### config.mk
export PLATFORM = sky130hd
export DESIGN_NAME = differential_drive_odometry
export DESIGN_NICKNAME = d
export VERILOG_FILES = /design/src/rtl/ddo_pkg.sv /design/src/rtl/differential_drive_odometry.sv
export SDC_FILE = /design/constraint.sdc
export NUM_CORES = 2
export LEC_CHECK = 0
export ABC_AREA = 1
export BUFFER_PORTS_ARGS = -buffer_cell sky130_fd_sc_hd__buf_2
export CAP_MARGIN = 10
export CORE_MARGIN = 5
export CORE_UTILIZATION = 35
export CTS_CLUSTER_DIAMETER = 60
export DETAILED_ROUTE_END_ITERATION = 10
export PLACE_DENSITY_LB_ADDON = 0.1
export SLEW_MARGIN = 5
export SYNTH_ARGS = -nofsm -noshare
export SYNTH_HDL_FRONTEND = slang
export SYNTH_SLANG_ARGS = --single-unit
### constraint.sdc
create_clock -name clk_i -period 26.5 [get_ports clk_i]
set_clock_uncertainty 0.1 [all_clocks]
set_input_delay 1.325 -clock clk_i [delete_from_list [all_inputs] [get_ports clk_i]]
set_output_delay 1.325 -clock clk_i [all_outputs]
set_load 0.01 [all_outputs]
### src/rtl/ddo_pkg.sv
package ddo_pkg;

  typedef struct packed {
    logic signed [31:0] left_position;
    logic signed [31:0] right_position;
  } ddo_in_t;

  typedef struct packed {
    logic signed [47:0] x_pos;
    logic signed [47:0] y_pos;
    logic        [31:0] heading;
    logic signed [31:0] quat_z;
    logic signed [31:0] quat_w;
  } ddo_out_t;

  localparam int CordicIters = 24;
  localparam int PosFracBits = 24;
  localparam int PosShift    = 63 - PosFracBits;
  localparam int MagBits     = 80 - PosShift;

  localparam logic signed [33:0] CordicX0 = 34'sh026DD3B6A;

  typedef enum logic [7:0] {
    CfgMetersPerPulse = 8'd0,
    CfgMinCount       = 8'd1,
    CfgMaxCount       = 8'd2,
    CfgTurnGain       = 8'd3
  } ddo_cfg_e;

  typedef enum logic [3:0] {
    StIdle, StMulSd, StMulHd, StCord1, StFin1, StMulSum, StMulX, StMulY,
    StYUpd, StCord2, StFin2, StDone
  } ddo_state_e;

  // Arctangent of 2^-k in binary-angle units (2^32 is a full turn).
  function automatic logic [31:0] ddo_atan(input logic [4:0] k);
    logic [31:0] r;
    case (k)
      5'd0:  r = 32'h20000000;
      5'd1:  r = 32'h12E4051E;
      5'd2:  r = 32'h09FB385B;
      5'd3:  r = 32'h051111D4;
      5'd4:  r = 32'h028B0D43;
      5'd5:  r = 32'h0145D7E1;
      5'd6:  r = 32'h00A2F61E;
      5'd7:  r = 32'h00517C55;
      5'd8:  r = 32'h0028BE53;
      5'd9:  r = 32'h00145F2F;
      5'd10: r = 32'h000A2F98;
      5'd11: r = 32'h000517CC;
      5'd12: r = 32'h00028BE6;
      5'd13: r = 32'h000145F3;
      5'd14: r = 32'h0000A2FA;
      5'd15: r = 32'h0000517D;
      5'd16: r = 32'h000028BE;
      5'd17: r = 32'h0000145F;
      5'd18: r = 32'h00000A30;
      5'd19: r = 32'h00000518;
      5'd20: r = 32'h0000028C;
      5'd21: r = 32'h00000146;
      5'd22: r = 32'h000000A3;
      5'd23: r = 32'h00000051;
      5'd24: r = 32'h00000029;
      5'd25: r = 32'h00000014;
      5'd26: r = 32'h0000000A;
      5'd27: r = 32'h00000005;
      5'd28: r = 32'h00000003;
      5'd29: r = 32'h00000001;
      5'd30: r = 32'h00000001;
      default: r = 32'h00000000;
    endcase
    return r;
  endfunction

endpackage

### src/rtl/differential_drive_odometry.sv
// Channel   Direction  Handshake                  Payload
// in        input      in_valid_i / in_ready_o    in_data_i   (ddo_in_t)
// out       output     out_valid_o / out_ready_i  out_data_o  (ddo_out_t)
// cfg       input      cfg_valid_i / cfg_ready_o  cfg_index_i, cfg_data_i
//
// A shift-add multiplier that retires one multiplier bit per cycle runs five products, and a
// single CORDIC stage runs 24 iterations twice. The sequencer takes no new input until the
// previous result has been loaded into the output register.
// Reset clears the odometry state and loads the register defaults; no clearing pass.
// A finished result waits in the output register; a new input transaction is taken
// as soon as the sequencer is idle, and only the final load waits on a stalled output.
module differential_drive_odometry
  import ddo_pkg::*;
(
  input  logic           clk_i,
  input  logic           rst_ni,
  input  logic           in_valid_i,
  output logic           in_ready_o,
  input  ddo_in_t        in_data_i,
  output logic           out_valid_o,
  input  logic           out_ready_i,
  output ddo_out_t       out_data_o,
  input  logic           cfg_valid_i,
  output logic           cfg_ready_o,
  input  logic [7:0]     cfg_index_i,
  input  logic [39:0]    cfg_data_i
);

  // Configuration registers.
  logic [31:0] mpp_q;
  logic [15:0] min_q, max_q;
  logic [39:0] tg_q;

  // Odometry state.
  logic [31:0] lprev_q, lprev_d, rprev_q, rprev_d, heading_q, heading_d;
  logic signed [47:0] xacc_q, xacc_d, yacc_q, yacc_d;

  // Per-transaction working registers.
  logic [17:0] summag_q, summag_d;
  logic        sdneg_q, sdneg_d, sumneg_q, sumneg_d;
  logic [48:0] a_q, a_d;
  logic [MagBits-1:0] m_q, m_d;
  logic        mneg_q, mneg_d;

  // Shift-add multiplier.
  logic [79:0] acc_q, acc_d, mcd_q, mcd_d, acc_step;
  logic [39:0] mpl_q, mpl_d;

  // CORDIC stage.
  logic signed [33:0] cx_q, cx_d, cy_q, cy_d, cz_q, cz_d;
  logic signed [33:0] xs, ys, at, cx_n, cy_n, cz_n, cz_init;
  logic        flip_q, flip_d, flip_init, cord_load;
  logic [31:0] cord_ang, ang_adj;
  logic signed [31:0] c_q, c_d, s_q, s_d;

  ddo_state_e  state_q, state_d;
  logic [5:0]  cnt_q, cnt_d;
  ddo_out_t    out_q, out_d;
  logic        outv_q, outv_d;

  logic        in_acc;
  logic [31:0] dl_raw, dr_raw, inc;
  logic signed [17:0] dl, dr, sd, sm;

  assign in_ready_o  = (state_q == StIdle);
  assign in_acc      = in_valid_i && in_ready_o;
  assign cfg_ready_o = 1'b1;
  assign out_valid_o = outv_q;
  assign out_data_o  = out_q;

  // A change passes only when its magnitude lies strictly between the limits;
  // a passing change is below 2^16, so its low 18 bits carry it with its sign.
  function automatic logic signed [17:0] gate(input logic [31:0] d, input logic [15:0] lo,
                                              input logic [15:0] hi);
    logic [31:0] mag;
    mag = d[31] ? (32'd0 - d) : d;
    if (mag > {16'd0, lo} && mag < {16'd0, hi}) return d[17:0];
    return 18'sd0;
  endfunction

  function automatic logic signed [31:0] fin(input logic signed [33:0] v, input logic f);
    logic signed [31:0] r;
    if (v > 34'sh040000000) r = 32'sh40000000;
    else if (v < -34'sh040000000) r = -32'sh40000000;
    else r = v[31:0];
    return f ? -r : r;
  endfunction

  function automatic logic signed [47:0] sat_add(input logic signed [47:0] acc,
                                                 input logic [MagBits-1:0] m,
                                                 input logic neg);
    logic signed [51:0] st, r;
    st = $signed({{(52 - MagBits){1'b0}}, m});
    r  = {{4{acc[47]}}, acc} + (neg ? -st : st);
    if (r > 52'sh0007FFFFFFFFFFF) return 48'sh7FFFFFFFFFFF;
    if (r < -52'sh0000800000000000) return 48'sh800000000000;
    return r[47:0];
  endfunction

  assign dl_raw = in_data_i.left_position - lprev_q;
  assign dr_raw = in_data_i.right_position - rprev_q;
  assign dl = gate(dl_raw, min_q, max_q);
  assign dr = gate(dr_raw, min_q, max_q);
  assign sd = dl - dr;
  assign sm = dl + dr;

  assign acc_step = acc_q + (mpl_q[0] ? mcd_q : 80'd0);
  assign inc      = acc_step[63:32];

  // One CORDIC rotation per cycle.
  assign xs   = cx_q >>> cnt_q[4:0];
  assign ys   = cy_q >>> cnt_q[4:0];
  assign at   = $signed({2'b00, ddo_atan(cnt_q[4:0])});
  assign cx_n = cz_q[33] ? cx_q + ys : cx_q - ys;
  assign cy_n = cz_q[33] ? cy_q - xs : cy_q + xs;
  assign cz_n = cz_q[33] ? cz_q + at : cz_q - at;

  // Angles past a quarter turn are rotated by a half turn; the result is negated later.
  assign ang_adj   = cord_ang + 32'h40000000;
  assign flip_init = ang_adj[31];
  assign cz_init   = $signed({{2{cord_ang[31] ^ flip_init}}, cord_ang[31] ^ flip_init,
                              cord_ang[30:0]});

  always_comb begin
    state_d = state_q;  cnt_d = cnt_q + 6'd1;
    lprev_d = lprev_q;  rprev_d = rprev_q;  heading_d = heading_q;
    xacc_d = xacc_q;    yacc_d = yacc_q;
    summag_d = summag_q;  sdneg_d = sdneg_q;  sumneg_d = sumneg_q;
    a_d = a_q;  m_d = m_q;  mneg_d = mneg_q;
    acc_d = acc_step;  mcd_d = {mcd_q[78:0], 1'b0};  mpl_d = {1'b0, mpl_q[39:1]};
    cx_d = cx_n;  cy_d = cy_n;  cz_d = cz_n;  flip_d = flip_q;
    c_d = c_q;  s_d = s_q;
    out_d = out_q;
    outv_d = outv_q && !out_ready_i;
    cord_load = 1'b0;
    cord_ang  = heading_q;
    case (state_q)
      StIdle: begin
        if (in_acc) begin
          lprev_d  = in_data_i.left_position;
          rprev_d  = in_data_i.right_position;
          sdneg_d  = sd[17];
          sumneg_d = sm[17];
          summag_d = sm[17] ? 18'd0 - sm : sm;
          acc_d    = '0;
          mcd_d    = {48'd0, mpp_q};
          mpl_d    = {22'd0, sd[17] ? 18'd0 - sd : sd};
          cnt_d    = '0;
          state_d  = StMulSd;
        end
      end
      StMulSd: begin
        if (cnt_q == 6'd17) begin
          acc_d = 80'd1 << 31;
          mcd_d = {31'd0, acc_step[48:0]};
          mpl_d = tg_q;
          cnt_d = '0;
          state_d = StMulHd;
        end
      end
      StMulHd: begin
        if (cnt_q == 6'd39) begin
          heading_d = sdneg_q ? heading_q - inc : heading_q + inc;
          cord_ang  = heading_d;
          cord_load = 1'b1;
          cnt_d     = '0;
          state_d   = StCord1;
        end
      end
      StCord1: begin
        if (cnt_q == 6'(CordicIters - 1)) state_d = StFin1;
      end
      StFin1: begin
        c_d = fin(cx_q, flip_q);
        s_d = fin(cy_q, flip_q);
        acc_d = '0;
        mcd_d = {48'd0, mpp_q};
        mpl_d = {22'd0, summag_q};
        cnt_d = '0;
        state_d = StMulSum;
      end
      StMulSum: begin
        if (cnt_q == 6'd17) begin
          a_d   = acc_step[48:0];
          acc_d = 80'd1 << (PosShift - 1);
          mcd_d = {31'd0, acc_step[48:0]};
          mpl_d = {8'd0, c_q[31] ? 32'd0 - c_q : c_q};
          cnt_d = '0;
          state_d = StMulX;
        end
      end
      StMulX: begin
        if (cnt_q == 6'd31) begin
          m_d    = acc_step[79:PosShift];
          mneg_d = sumneg_q ^ c_q[31];
          acc_d  = 80'd1 << (PosShift - 1);
          mcd_d  = {31'd0, a_q};
          mpl_d  = {8'd0, s_q[31] ? 32'd0 - s_q : s_q};
          cnt_d  = '0;
          state_d = StMulY;
        end
      end
      StMulY: begin
        // The x step from the previous product is folded in while y is multiplied.
        if (cnt_q == 6'd0) xacc_d = sat_add(xacc_q, m_q, mneg_q);
        if (cnt_q == 6'd31) begin
          m_d    = acc_step[79:PosShift];
          mneg_d = sumneg_q ^ s_q[31];
          state_d = StYUpd;
        end
      end
      StYUpd: begin
        yacc_d    = sat_add(yacc_q, m_q, mneg_q);
        cord_ang  = {1'b0, heading_q[31:1]};
        cord_load = 1'b1;
        cnt_d     = '0;
        state_d   = StCord2;
      end
      StCord2: begin
        if (cnt_q == 6'(CordicIters - 1)) state_d = StFin2;
      end
      StFin2: begin
        c_d = fin(cx_q, flip_q);
        s_d = fin(cy_q, flip_q);
        state_d = StDone;
      end
      StDone: begin
        if (!outv_q || out_ready_i) begin
          out_d.x_pos   = xacc_q;
          out_d.y_pos   = yacc_q;
          out_d.heading = heading_q;
          out_d.quat_z  = s_q;
          out_d.quat_w  = c_q;
          outv_d  = 1'b1;
          state_d = StIdle;
        end
      end
      default: state_d = StIdle;
    endcase
    if (cord_load) begin
      cx_d = CordicX0;
      cy_d = '0;
      cz_d = cz_init;
      flip_d = flip_init;
    end
  end

  always_ff @(posedge clk_i or negedge rst_ni) begin
    if (!rst_ni) begin
      mpp_q <= 32'd65536;
      min_q <= 16'd0;
      max_q <= 16'd15000;
      tg_q  <= 40'd2278000000;
      state_q <= StIdle;
      cnt_q <= '0;
      outv_q <= 1'b0;
      lprev_q <= '0;
      rprev_q <= '0;
      heading_q <= '0;
      xacc_q <= '0;
      yacc_q <= '0;
    end else begin
      if (cfg_valid_i && cfg_ready_o) begin
        case (ddo_cfg_e'(cfg_index_i))
          CfgMetersPerPulse: mpp_q <= cfg_data_i[31:0];
          CfgMinCount:       min_q <= cfg_data_i[15:0];
          CfgMaxCount:       max_q <= cfg_data_i[15:0];
          CfgTurnGain:       tg_q  <= cfg_data_i;
          default: ;
        endcase
      end
      state_q <= state_d;
      cnt_q <= cnt_d;
      outv_q <= outv_d;
      lprev_q <= lprev_d;
      rprev_q <= rprev_d;
      heading_q <= heading_d;
      xacc_q <= xacc_d;
      yacc_q <= yacc_d;
    end
  end

  always_ff @(posedge clk_i) begin
    summag_q <= summag_d;  sdneg_q <= sdneg_d;  sumneg_q <= sumneg_d;
    a_q <= a_d;  m_q <= m_d;  mneg_q <= mneg_d;
    acc_q <= acc_d;  mcd_q <= mcd_d;  mpl_q <= mpl_d;
    cx_q <= cx_d;  cy_q <= cy_d;  cz_q <= cz_d;  flip_q <= flip_d;
    c_q <= c_d;  s_q <= s_d;
    out_q <= out_d;
  end

  // The heading moves only at the end of the turn product.
  a_heading_src: assert property (@(posedge clk_i) disable iff (!rst_ni)
    !$stable(heading_q) |-> $past(state_q) == StMulHd)
    else $error("heading changed outside the turn update");

  a_accept_start: assert property (@(posedge clk_i) disable iff (!rst_ni)
    in_acc |=> state_q == StMulSd)
    else $error("accepted transaction did not start the sequencer");

  a_cord_count: assert property (@(posedge clk_i) disable iff (!rst_ni)
    (state_q == StCord1 || state_q == StCord2) |-> cnt_q < 6'(CordicIters))
    else $error("CORDIC ran past its iteration count");

  // Both quaternion terms are clamped to one in Q1.30.
  a_quat_z: assert property (@(posedge clk_i) disable iff (!rst_ni)
    out_valid_o |-> out_data_o.quat_z <= 32'sh40000000 &&
                    out_data_o.quat_z >= -32'sh40000000 &&
                    out_data_o.quat_w <= 32'sh40000000 &&
                    out_data_o.quat_w >= -32'sh40000000)
    else $error("quaternion term out of range");

endmodule
==> impl_metrics.tcl <==
set metrics [dict create \
    hold_viol_final 0 \
    post-route-period-util 0.345 \
    ir_drop_uv 70.3 \
    cp.required_ns 26.93 \
    path_delay_family "simple AND/OR/NAND/NOR gates" \
    status "finished clean" \
    report.final.slew_viol_count 0 \
    setup_viol 0 \
    synth_ff_type "edfxtp_1" \
    syn_nets 11200 \
    overflow 0 \
    cts_setup_buffers 0 \
    ctsLongestPathBuffers 3 \
    final_cell_mix "2475 x nand2_1, 1517 x inv_1, 1064 x nor2_1, 798 x o21ai_0, 751 x a21oi_1" \
    num_vias 70200 \
    tritoncts "yes" \
    synth_enable_flop_cells 368 \
    gp_congestion 0.957 \
    cts_made_buffers 138 \
    io_pins 312 \
    hold_slack_ns 0.320 \
    final.setup.worst_slack_ns 17.36 \
    cts_resized 0 \
    die_h_um 471 \
    critPathKind "input port to register" \
    dpl.hpwl_um 220000 \
    worstSetupEndpointType "register" \
    ctsHtreeMaxLevel 4 \
    area_growth_pct 12.4 \
    async_reset_ff_frac 0.314 \
    worstPathArrival_ns 9.58 \
    synthCells 10500 \
    num-nets-final 11400 \
    final_common_cell "nand2_1" \
    detail_route.wirelength_um 273000 \
    fp-row-count 169 \
    cp_slowest_cell "nor3_1" \
    grt.total_usage 0.238 \
    slowest_delay_ns 0.50 \
    drive_gt1_frac 0.0825 \
    root_buffer "clkbuf_16" \
    drtAntennaViolNets 0 \
    rsz0062_at_grt "no" \
    antenna_found_initial 8 \
    wl_per_cell_um 19.9 \
    syn_area_per_cell_um2 7.06 \
    min_path_type "register to register" \
    final_core_util 0.395 \
    clk_latency_ns 0.81 \
    power.density_nw_per_um2 48.9 \
    first_global_vias 68100 \
    layout_min_cycle_time_ns 9.14 \
    max-cap-violations 0 \
    initial_core_util 0.352 \
    routed_via_density 5.12 \
    grt_max_degree 107 \
    syn_area_um2 74500 \
    synth_seq_cells 977 \
    leakagePower_nw 40.3 \
    max_freq_mhz 109 \
    critPathBufInv 4 \
    seq_area_frac_synth 0.333 \
    post-place-ws_ns 16.75 \
    die_area_um2 222000 \
    drc 0 \
    io_buffers 310 \
    fp.dieW_um 471 \
    drtIter0Drc 5056 \
    cp_max_fo 37 \
    clock_sinks 977 \
    grt_pass1_wl_um 414000 \
    yosys_warnings 0 \
    synth_cell_type_count 88 \
    first_pass_iters 6 \
    setup-tns-final_ns 0 \
    critPathMostFrequentCell "nand2_1" \
    cp-start-kind "input port" \
    worstMarginPinSlew_ns 1.21 \
    hold_buffers 0 \
    core-area_um2 212000 \
    clk_transition_reported_paths_ns 0.06 \
    relSlewSlack 0.190 \
]
==> final timing paths <==
check                              start     endpoint  slack [ns]  cells after the start
setup / recovery           in_data_i[52]  summag_q[8]       17.36                     49
hold / removal                 mcd_q[72]    mcd_q[73]        0.32                      2
setup reg to reg             lprev_q[13]  summag_q[8]       17.63                     52
hold reg to reg                mcd_q[72]    mcd_q[73]        0.32                      2
max in group asynchronous         rst_ni   yacc_q[21]       23.35                      4
min in group asynchronous         rst_ni  rprev_q[22]        0.33                      1
==> cells by family after synthesis <==
group | synth area share
muxes | 0.00538
AOI/OAI and AO/OA | 0.167
DFF | 0.333
xor gates and xnor gates | 0.0644
and+or+nand+nor | 0.251
adders and majority gates | 0.0849
buffers and inverters | 0.0949
other | 0.0000503
==> worst min-delay path: stages, from the launching register on <==
cell and delay [ns]:
dfxtp_1 0.30, inv_1 0.05, nor2_1 0.04
==> registers in the layout, summed over array words and instances (netlist names), 18 cells and up <==
register	count
c_q	32
xacc_q	48
cx_q	34
a_q	49
cz_q	34
rprev_q	32
summag_q	18
out_data_o	192
yacc_q	48
cy_q	34
m_q	41
s_q	32
tg_q	40
heading_q	32
mpp_q	32
mcd_q	80
lprev_q	32
mpl_q	40
acc_q	80
==> report_power, final <==
part / switching, mW / internal (mW) / total, mW
Combinational: 0.366 / 0.179 / 0.546
Clock: 0.778 / 1.15 / 1.92
Sequential: 0.0229 / 1.60 / 1.63
Total: 1.17 / 2.93 / 4.10
==> Yosys cell counts, types with 39 or more instances <==
cell       instances  area, um2
o21ai_0          798       3990
inv_1           1517       5690
o21a_1            43        323
dfrtp_1          286       7160
nand2_1         2480       9310
nand4_1          103        644
nand3_1          420       2100
xnor2_1          145       1270
nor3_1           173        866
xor2_1           390       3420
o22ai_1           48        300
edfxtp_1         368      11100
a21oi_2           42        368
a21oi_1          753       3770
ha_1             488       6110
dfxtp_1          302       6050
a31oi_1           82        513
buf_2             45        225
o211ai_1          59        443
a22oi_1           43        323
nor2_1          1075       4040
or2_2             57        357
o2111ai_1         39        342
clkbuf_1         191        717
o21bai_1          46        345
==> stage by stage <==
step / total power, mW / cell area [um2] / std cells
2_1_floorplan: 2.03 / 74500 / 10500
3_3_place_gp: 2.19 / 79000 / 13500
3_5_place_dp: 2.20 / 79000 / 13500
4_1_cts: 4.15 / 83700 / 13700
5_1_grt: 4.29 / 83800 / 13700
6_report: 4.10 / 83800 / 13700
==> cell type report <==
type,count,area [um2]
Fill cell,22600,128000
Multi-Input combinational cell,7732,42700
Sequential cell,977,24800
Inverter,1554,5830
Clock buffer,177,3810
Tap cell,2821,3530
Timing Repair Buffer,383,2110
Clock inverter,79,930
Antenna cell,4,10.0
==> metal layers <==
| metal | track usage | vias up | part of all wire |
|---|---|---|---|
| met5 | 0 | - | 0 |
| met4 | 0.0989 | 0 | 0.045 |
| met3 | 0.0273 | 377 | 0.042 |
| met2 | 0.397 | 1604 | 0.46 |
| met1 | 0.313 | 33000 | 0.45 |
| li1 | - | 35300 | - |
Power figures use the tool's default switching activity.
